<file path="config.mk">
export PLATFORM = sky130hd
export DESIGN_NAME = page_run_coalescer
export DESIGN_NICKNAME = d
export VERILOG_FILES = /design/src/hdl/prc_pkg.sv /design/src/hdl/page_run_coalescer.sv
export SDC_FILE = /design/constraint.sdc
export NUM_CORES = 2
export LEC_CHECK = 0
export BUFFER_PORTS_ARGS = -buffer_cell sky130_fd_sc_hd__buf_2
export CAP_MARGIN = 20
export CORE_UTILIZATION = 55
export CTS_CLUSTER_DIAMETER = 50
export DETAILED_ROUTE_END_ITERATION = 8
export GPL_TIMING_DRIVEN = 0
export PLACE_DENSITY = 0.74
export RECOVER_POWER = 100
export SETUP_SLACK_MARGIN = 0.2
export SLEW_MARGIN = 20
export SYNTH_ARGS = -nofsm -noshare
export SYNTH_HDL_FRONTEND = slang
export SYNTH_SLANG_ARGS = --single-unit
</file>
<file path="constraint.sdc">
create_clock -name i_clk -period 11.2 [get_ports i_clk]
set_clock_uncertainty 0.05 [all_clocks]
set_input_delay 0.56 -clock i_clk [delete_from_list [all_inputs] [get_ports i_clk]]
set_output_delay 0.56 -clock i_clk [all_outputs]
set_load 0.01 [all_outputs]
</file>
<file path="src/hdl/prc_pkg.sv">
// ----------------------------------------------------------------------------
// prc_pkg: shared types and constants for the page run coalescer
// Field widths, payload structs, result kinds and config register indexes.
// ----------------------------------------------------------------------------
package prc_pkg;

    localparam int unsigned VA_W    = 47;
    localparam int unsigned FRAME_W = 40;
    localparam int unsigned PA_W    = 52;
    localparam int unsigned CNT_W   = 36;
    localparam int unsigned CFG_W   = 36;

    // Capacity resets to 2^36, one bit above the written range
    localparam int unsigned CAP_W = CNT_W + 1;

    typedef enum logic [1:0] {
        KIND_RUN      = 2'd0,
        KIND_DONE     = 2'd1,
        KIND_DONE_OVF = 2'd2
    } t_result_kind;

    typedef enum logic [0:0] {
        CFG_RUN_CAPACITY = 1'b0,
        CFG_COUNT_ONLY   = 1'b1
    } t_cfg_index;

    typedef struct packed {
        logic [VA_W-1:0]    page_va;
        logic [FRAME_W-1:0] frame_number;
        logic               page_present;
        logic               last_page;
    } t_page_in;

    typedef struct packed {
        t_result_kind       result_kind;
        logic [VA_W-1:0]    run_va_start;
        logic [PA_W-1:0]    run_pa_start;
        logic [CNT_W-1:0]   run_pages;
        logic [CNT_W-1:0]   run_total;
        logic               last_result;
    } t_run_out;

endpackage

</file>
<file path="src/hdl/page_run_coalescer.sv">
// ----------------------------------------------------------------------------
// page_run_coalescer: merge page records into physically contiguous runs
// Each registered page record updates the open run and pushes the run records
// it closes, plus a summary on the last record, into a four-entry result queue.
// ----------------------------------------------------------------------------
//  channel   direction  handshake          payload
//  page in   input      i_valid / o_stall  i_page  (t_page_in)
//  run out   output     o_valid / i_stall  o_run   (t_run_out)
//  config    input      i_cfg_wr_en        i_cfg_idx, i_cfg_wdata
//
// A page record is registered on accept and processed from that register once the
// queue has room for three results; its results enter the queue together.
// One record per cycle while each record yields at most one result and the output
// is not stalled; a record that yields two or three results makes the next one wait.
// The record register holds while more than one result waits in the queue.
// Synchronous active-low reset sets config to its defaults and clears run state and the queue.
// ----------------------------------------------------------------------------
module page_run_coalescer
    import prc_pkg::*;
#(
    parameter int unsigned PAGE_SHIFT = 12
) (
    input  logic             i_clk,
    input  logic             i_rst_n,
    input  logic             i_valid,
    output logic             o_stall,
    input  t_page_in         i_page,
    output logic             o_valid,
    input  logic             i_stall,
    output t_run_out         o_run,
    input  logic             i_cfg_wr_en,
    input  t_cfg_index       i_cfg_idx,
    input  logic [CFG_W-1:0] i_cfg_wdata
);

    localparam int unsigned Q_DEPTH = 4;
    localparam int unsigned Q_AW    = $clog2(Q_DEPTH);
    localparam int unsigned PA_EXT  = FRAME_W + PAGE_SHIFT;

    function automatic logic [CNT_W-1:0] sat_inc(input logic [CNT_W-1:0] v);
        sat_inc = (&v) ? v : v + 1'b1;
    endfunction

    // config
    logic [CAP_W-1:0]   r_run_capacity;
    logic               r_count_only;

    // input record register
    logic               r_in_valid;
    t_page_in           r_in;

    // run state
    logic               r_in_run;
    logic [VA_W-1:0]    r_start_va;
    logic [PA_W-1:0]    r_start_pa;
    logic [CNT_W-1:0]   r_pages;
    logic [FRAME_W-1:0] r_expected;
    logic [CNT_W-1:0]   r_runs;
    logic               r_ovf;

    // result queue
    t_run_out           r_q [Q_DEPTH];
    logic [Q_AW-1:0]    r_wr_ptr;
    logic [Q_AW-1:0]    r_rd_ptr;
    logic [Q_AW:0]      r_q_cnt;

    logic               can_push;
    logic               push;
    logic               pop;
    logic               in_acc;

    logic               mapped;
    logic               close_a;
    logic               ok_a;
    logic               emit_a;
    logic               open_new;
    logic               upd_mapped;
    logic [CNT_W-1:0]   runs1;
    logic [CNT_W-1:0]   runs2;
    logic [PA_EXT-1:0]  pa_ext;
    logic               close_b;
    logic               ok_b;
    logic               emit_b;
    logic               last;

    logic               n_in_run;
    logic [VA_W-1:0]    n_start_va;
    logic [PA_W-1:0]    n_start_pa;
    logic [CNT_W-1:0]   n_pages;
    logic [FRAME_W-1:0] n_expected;
    logic [CNT_W-1:0]   n_runs;
    logic               n_ovf;

    t_run_out           res_a;
    t_run_out           res_b;
    t_run_out           res_s;
    logic [Q_AW-1:0]    off_b;
    logic [Q_AW-1:0]    off_s;
    logic [1:0]         push_n;

    // ---------------- handshakes ----------------
    assign can_push = (r_q_cnt <= (Q_AW+1)'(Q_DEPTH - 3));
    assign push     = r_in_valid && can_push;
    assign o_stall  = r_in_valid && !can_push;
    assign in_acc   = i_valid && !o_stall;
    assign o_valid  = (r_q_cnt != '0);
    assign pop      = o_valid && !i_stall;
    assign o_run    = r_q[r_rd_ptr];

    // ---------------- run update ----------------
    always_comb begin
        last   = r_in.last_page;
        mapped = (r_in.frame_number != '0) && r_in.page_present;

        // close the open run on an unmapped page or a frame break
        close_a = !r_ovf && r_in_run && (!mapped || (r_in.frame_number != r_expected));
        ok_a    = !(close_a && !r_count_only && ({1'b0, r_runs} >= r_run_capacity));
        emit_a  = close_a && ok_a && !r_count_only;
        runs1   = (close_a && ok_a) ? sat_inc(r_runs) : r_runs;

        upd_mapped = !r_ovf && mapped && ok_a;
        open_new   = upd_mapped && (!r_in_run || close_a);
        pa_ext     = {r_in.frame_number, PAGE_SHIFT'(0)};

        n_start_va = open_new ? r_in.page_va : r_start_va;
        n_start_pa = open_new ? pa_ext[PA_W-1:0] : r_start_pa;
        n_expected = upd_mapped ? r_in.frame_number + 1'b1 : r_expected;

        if (upd_mapped) begin
            n_pages = open_new ? CNT_W'(1) : sat_inc(r_pages);
        end else if (close_a && ok_a) begin
            n_pages = '0;
        end else begin
            n_pages = r_pages;
        end

        if (!r_ovf && ok_a) begin
            n_in_run = mapped;
        end else begin
            n_in_run = r_in_run;
        end

        // flush the run still open on the last record
        close_b = !r_ovf && ok_a && last && n_in_run;
        ok_b    = !(close_b && !r_count_only && ({1'b0, runs1} >= r_run_capacity));
        emit_b  = close_b && ok_b && !r_count_only;
        runs2   = (close_b && ok_b) ? sat_inc(runs1) : runs1;
        n_runs  = runs2;
        n_ovf   = r_ovf || (close_a && !ok_a) || (close_b && !ok_b);
        if (close_b && ok_b) begin
            n_in_run = 1'b0;
        end

        res_a.result_kind  = KIND_RUN;
        res_a.run_va_start = r_start_va;
        res_a.run_pa_start = r_start_pa;
        res_a.run_pages    = r_pages;
        res_a.run_total    = runs1;
        res_a.last_result  = !last;

        res_b.result_kind  = KIND_RUN;
        res_b.run_va_start = n_start_va;
        res_b.run_pa_start = n_start_pa;
        res_b.run_pages    = n_pages;
        res_b.run_total    = runs2;
        res_b.last_result  = 1'b0;

        res_s.result_kind  = n_ovf ? KIND_DONE_OVF : KIND_DONE;
        res_s.run_va_start = '0;
        res_s.run_pa_start = '0;
        res_s.run_pages    = '0;
        res_s.run_total    = runs2;
        res_s.last_result  = 1'b1;

        off_b  = Q_AW'(emit_a);
        off_s  = Q_AW'(emit_a) + Q_AW'(emit_b);
        push_n = 2'(emit_a) + 2'(emit_b) + 2'(last);
    end

    // ---------------- config ----------------
    always_ff @(posedge i_clk) begin
        if (!i_rst_n) begin
            r_run_capacity <= CAP_W'(1) << CNT_W;
            r_count_only   <= 1'b0;
        end else if (i_cfg_wr_en) begin
            case (i_cfg_idx)
                CFG_RUN_CAPACITY: r_run_capacity <= {1'b0, i_cfg_wdata[CNT_W-1:0]};
                CFG_COUNT_ONLY:   r_count_only   <= i_cfg_wdata[0];
                default:          r_count_only   <= r_count_only;
            endcase
        end
    end

    // ---------------- record register ----------------
    always_ff @(posedge i_clk) begin
        if (!i_rst_n) begin
            r_in_valid <= 1'b0;
        end else if (in_acc) begin
            r_in_valid <= 1'b1;
        end else if (push) begin
            r_in_valid <= 1'b0;
        end
    end

    always_ff @(posedge i_clk) begin
        if (in_acc) begin
            r_in <= i_page;
        end
    end

    // ---------------- run state ----------------
    always_ff @(posedge i_clk) begin
        if (!i_rst_n) begin
            r_in_run   <= 1'b0;
            r_start_va <= '0;
            r_start_pa <= '0;
            r_pages    <= '0;
            r_expected <= '0;
            r_runs     <= '0;
            r_ovf      <= 1'b0;
        end else if (push) begin
            if (last) begin
                // clear for the next array, keep config
                r_in_run   <= 1'b0;
                r_start_va <= '0;
                r_start_pa <= '0;
                r_pages    <= '0;
                r_expected <= '0;
                r_runs     <= '0;
                r_ovf      <= 1'b0;
            end else begin
                r_in_run   <= n_in_run;
                r_start_va <= n_start_va;
                r_start_pa <= n_start_pa;
                r_pages    <= n_pages;
                r_expected <= n_expected;
                r_runs     <= n_runs;
                r_ovf      <= n_ovf;
            end
        end
    end

    // ---------------- result queue ----------------
    always_ff @(posedge i_clk) begin
        if (push) begin
            if (emit_a) begin
                r_q[r_wr_ptr] <= res_a;
            end
            if (emit_b) begin
                r_q[r_wr_ptr + off_b] <= res_b;
            end
            if (last) begin
                r_q[r_wr_ptr + off_s] <= res_s;
            end
        end
    end

    always_ff @(posedge i_clk) begin
        if (!i_rst_n) begin
            r_wr_ptr <= '0;
            r_rd_ptr <= '0;
            r_q_cnt  <= '0;
        end else begin
            if (push) begin
                r_wr_ptr <= r_wr_ptr + Q_AW'(push_n);
            end
            if (pop) begin
                r_rd_ptr <= r_rd_ptr + 1'b1;
            end
            r_q_cnt <= r_q_cnt + (push ? (Q_AW+1)'(push_n) : '0) - (Q_AW+1)'(pop);
        end
    end

endmodule

</file>
## Word level (Yosys, flattened, before mapping)

Memory sizes are Yosys's and may differ from the RTL's. A register that Yosys moved wholly into a read port is not among the register bits.
Index checks and enable logic that the tools add are counted.

- Logic and storage cells: 117
- Memories: 1
- Flip-flop bits (word level): 348
- Bits of input ports: 131
- Memory bits (writable): 696
- Output and inout bits: 176

Memory list:

| name | depth | bits a word | rd ports | clocked after memory_dff | write ports | line | source |
|---|---|---|---|---|---|---|---|
| r_q | 4 | 174 | 1 | 1 | 3 | page_run_coalescer.sv:62 | `t_run_out r_q [Q_DEPTH];` |

- Reduce and logical (&&, ||, !) cells: 47
- Order comparisons: 3
- Multiplexer cells: 35
- Add/sub/neg operators: 12
- Bitwise logic cells: 1
- Equality and inequality tests: 1

Operators with widths:

| kind | count |
|---|---|
| $mux W36 | 10 |
| $add A36 B1 Y36 const B | 3 |
| $reduce_and A36 Y1 | 3 |
| $mux W52 | 2 |
| $mux W47 | 2 |
| $mux W40 | 2 |
| $ge A36 B37 Y1 | 2 |
| $add A40 B1 Y40 const B | 1 |
| $ne A40 B40 Y1 | 1 |
| $reduce_bool A40 Y1 | 1 |
| $logic_and A1 B1 Y1 | 23 |
| $mux W1 | 15 |
| $logic_not A1 Y1 | 10 |
| $mux W2 | 4 |
| $reduce_and A2 Y1 | 3 |
| $add A2 B1 Y2 | 2 |
| $add A2 B2 Y2 | 2 |
| $logic_or A1 B1 Y1 | 4 |
| $reduce_bool A2 Y1 | 2 |
| $add A3 B2 Y3 | 1 |
| $le A3 B1 Y1 const B | 1 |
| $reduce_bool A3 Y1 | 1 |
| $sub A3 B1 Y3 | 1 |
| $add A1 B1 Y2 | 1 |
| other kinds (2) | 2 |

## Depth between registers and ports, before layout

- Word-level depth: 21
- Gate-level depth with buffers: 33
- Depth with buffers taken out: 29

## Worst setup path before layout

Ideal clock, no wire load.

- Kind: reg-to-reg
- Start: register r_runs[0]
- End: memory r_q[1][10] in the netlist's numbering, enable pin
- Stages on the path, launching flop included: 30
- Data required time: 10754 ps
- Path slack: 3800 ps
- Clock period less this slack: 7400 ps
- Path buffers: 3
- Library setup time: 396 ps
- Data arrival time: 6954 ps
- Path through: dfxtp_1 > clkbuf_1 > inv_1 > ha_1 > nor2b_1 > o21ai_0 > a31oi_1 > o2bb2ai_1 > o31ai_1 > clkbuf_1 > nand2_1 > nor2_1 > and3_1 > xnor2_1 > clkinv_1 > ha_1 > nand4_1 > nor4_1 > nand2_1 > a21oi_1 > nor4_1 > o41ai_1 > nor2_1 > ha_1 > ha_1 > xnor2_1 > xnor2_1 > nor2_1 > clkbuf_1 > or3_1

RTL lines:

| element | line | source |
|---|---|---|
| start, declared | page_run_coalescer.sv:58 | `logic [CNT_W-1:0] r_runs;` |
| start signal, assigned | page_run_coalescer.sv:237 | `r_runs <= n_runs;` |
| end, declared | page_run_coalescer.sv:62 |  |

==> impl_metrics.toml <==
[worst_setup_path]
worstPathArrival_ns = 11.49
slowest_delay_ns = 0.92
path_max_fanout = 10
start_kind = "register"
crit_path_frequent_cell = "clkbuf_1"
cp.required_ns = 11.75
crit_start = "pa_ext[31]"
cp_slowest_cell = "clkbuf_1"
critPathKind = "register to register"
reg2reg_from = "pa_ext[31]"
endpoint_kind = "register"

[clock_tree]
numCtsBuffers = 131
cts_buffer_depth = 3
cts_tree = "yes"
clk_pin_slew_ns = 0.06
cts_root_buffer = "clkbuf_16"
insertion_delay_ns = 0.77
htree_levels = 4
cts.sinks = 1046

[sta]
max_slew_margin = -0.167
worst_slew_pin_slew_ns = 1.75
setup_violations = 0
hold_slack_ns = 0.0234
fmax_mhz = 91.4
finalMaxSlewViolations = 56
hold_violations = 0
postLayoutSetupSlackWorst_ns = 0.260
period_needed_ns = 10.94
rsz0062_at_grt = "yes"
period_share = 0.977
setup_tns_ns = 0

[yosys]
seq_area_frac_synth = 0.428
ys_ff_latch = 1046
synthesis.area_sq_um = 54500
synth.distinct_cells = 76
synthCells = 5429
syn_nets = 5646
ys_async_sr_fraction = 0
synth_edf_count = 241
yosys_warnings = 0
syn_avg_cell_area_sq_um = 10.0
ys.flop_type = "dfxtp_1"

[route]
vias = 48124
drtIter0Drc = 5845
wl_um = 189000
vias_per_cell = 6.53
drc = 0
drt_first_pass_iters = 6
postRouteAntennaNets = 0
routedWlPerCell_um = 25.6

[floorplanning]
die_area_sq_um = 100000
core-area_sq_um = 98300
start_util = 0.555
die_x_um = 317
num_rows = 115
die_height_um = 317
ios = 307

[run_status]
violations = "max-capacitance violations, max-slew violations"
outcome = "complete, but fails checks"

[placement]
place_ws_ns = 0.614
port_buffers = 305
dp_cells = 7035
placed_area_sq_um = 57900
dpl.hpwl_um = 131000
place_congestion = 0.969

[grt]
gr-total-overflow = 0
antenna_found_initial = 8
grt_pass1_wl_um = 281000
grtUsageTotal = 0.368
grt_pass1_vias = 46122
grt_start_max_net_pins = 39

[finish]
final_common_cell = "dfxtp_1"
final_layout_size_suffix_gt1_frac = 0.125
layoutNonFillerInstCount = 7374
fill_cells = 8107
syn_to_final_growth_pct = 15.4
layout_common_cells = "dfxtp_1, a211oi_1, clkbuf_1"
fin_area_sq_um = 62900
finish.utilization = 0.640
fin_nets = 6197

[min_path]
holdCritStartpoint = "i_cfg_wdata[17]"
hp-class = "primary input to register"

[power]
peakVddDrop_uv = 132
p_leak_nw = 21.6
p_per_area_nw_per_um2 = 195
p_total_mw = 12.2

[run]
max_cap_violations = 3
repair_timing:
action,in CTS,in global routing
buffers inserted,0,0
resized for setup,0,4
hold buffers,98,0
endpoints found under the setup margin,0,41
endpoints found under the hold margin,98,0
worst max-delay path: cells and delay by family (launching register included):
| kind | cells | cell delay [ns] |
|---|---|---|
| AOI/OAI and AO/OA | 3 | 1.67 |
| xor gates and xnor gates | 4 | 1.36 |
| DFF | 1 | 0.31 |
| buffers and inverters | 8 | 4.03 |
| and+or+nand+nor | 11 | 2.45 |
| adders and majority gates | 3 | 0.86 |
worst paths after layout:
check	cells after the start	end	slack [ns]
worst max-delay path	29	r_q[3][63]	0.26
worst max register to register	29	r_q[3][63]	0.26
worst min-delay path	3	r_run_capacity[17]	0.02
worst min register to register	2	r_run_capacity[32]	0.41
area by class of cell:
type	count	area [sq um]	area share
Multi-Input combinational cell	3779	28900	0.459
Inverter	78	293	0.00465
Tap cell	1287	1610	0.0256
Clock buffer	167	3650	0.0581
Clock inverter	72	674	0.0107
Timing Repair Buffer	418	2430	0.0386
Antenna cell	1	2.50	0.0000398
Sequential cell	1046	23400	0.371
Buffer	526	2040	0.0325
cell families (layout without fill, tap and decap cells):
logic type               Yosys count  in the layout  share of synthesized area
AO/OA/AOI/OAI                   1302           1302                      0.170
flip-flops                      1046           1046                      0.428
adder cells (fa/ha/maj)           86             86                     0.0200
AND/OR/NAND/NOR                 1568           1568                      0.149
multiplexers                     588            588                      0.153
XOR/XNOR                         235            235                     0.0378
buffers and inverters            604           1261                     0.0428
other                              0              1                          0
synth_stat cells, types with 42 or more instances:
master | instances | share of area
nor2_1 | 387 | 0.027
edfxtp_1 | 241 | 0.13
nor2b_1 | 409 | 0.047
inv_1 | 61 | 0.0042
nand3_1 | 120 | 0.011
clkbuf_1 | 453 | 0.031
nor3_1 | 87 | 0.0080
nand2_1 | 279 | 0.019
ha_1 | 84 | 0.019
o21ai_0 | 107 | 0.0098
mux2i_1 | 212 | 0.039
mux2_2 | 202 | 0.042
nand4_1 | 62 | 0.0071
xor2_1 | 82 | 0.013
dfxtp_1 | 805 | 0.30
a22oi_1 | 160 | 0.022
and2_1 | 66 | 0.0076
a211oi_1 | 733 | 0.10
xnor2_1 | 153 | 0.025
a21oi_1 | 134 | 0.012
mux4_2 | 174 | 0.072
buf_1 | 42 | 0.0029
report_power, final:
group	switching [mW]	internal (mW)	leakage (nW)
clock network	1.78	2.48	2.13
logic	1.80	1.42	10.7
registers	0.327	4.44	8.80
flip-flops by register name, indices dropped and copies added (netlist names), named ones only:
name            flops
r_ovf               1
r_q_cnt             3
pa_ext             40
r_wr_ptr            2
r_pages            36
r_q               696
r_start_pa         52
r_start_va         47
r_count_only        1
r_runs             36
r_expected         40
r_run_capacity     37
r_in_valid          1
r_in               48
r_rd_ptr            2
r_in_run            1
last                1
per-layer routing:
metal / part of all wire / track usage / up-vias
met4: 0.058 / 0.208 / 4
li1: - / - / 21258
met2: 0.44 / 0.552 / 3014
met5: 0.00020 / 0 / -
met1: 0.39 / 0.484 / 23230
met3: 0.11 / 0.0919 / 618
Note: power is estimated with default switching activity, not from simulation.
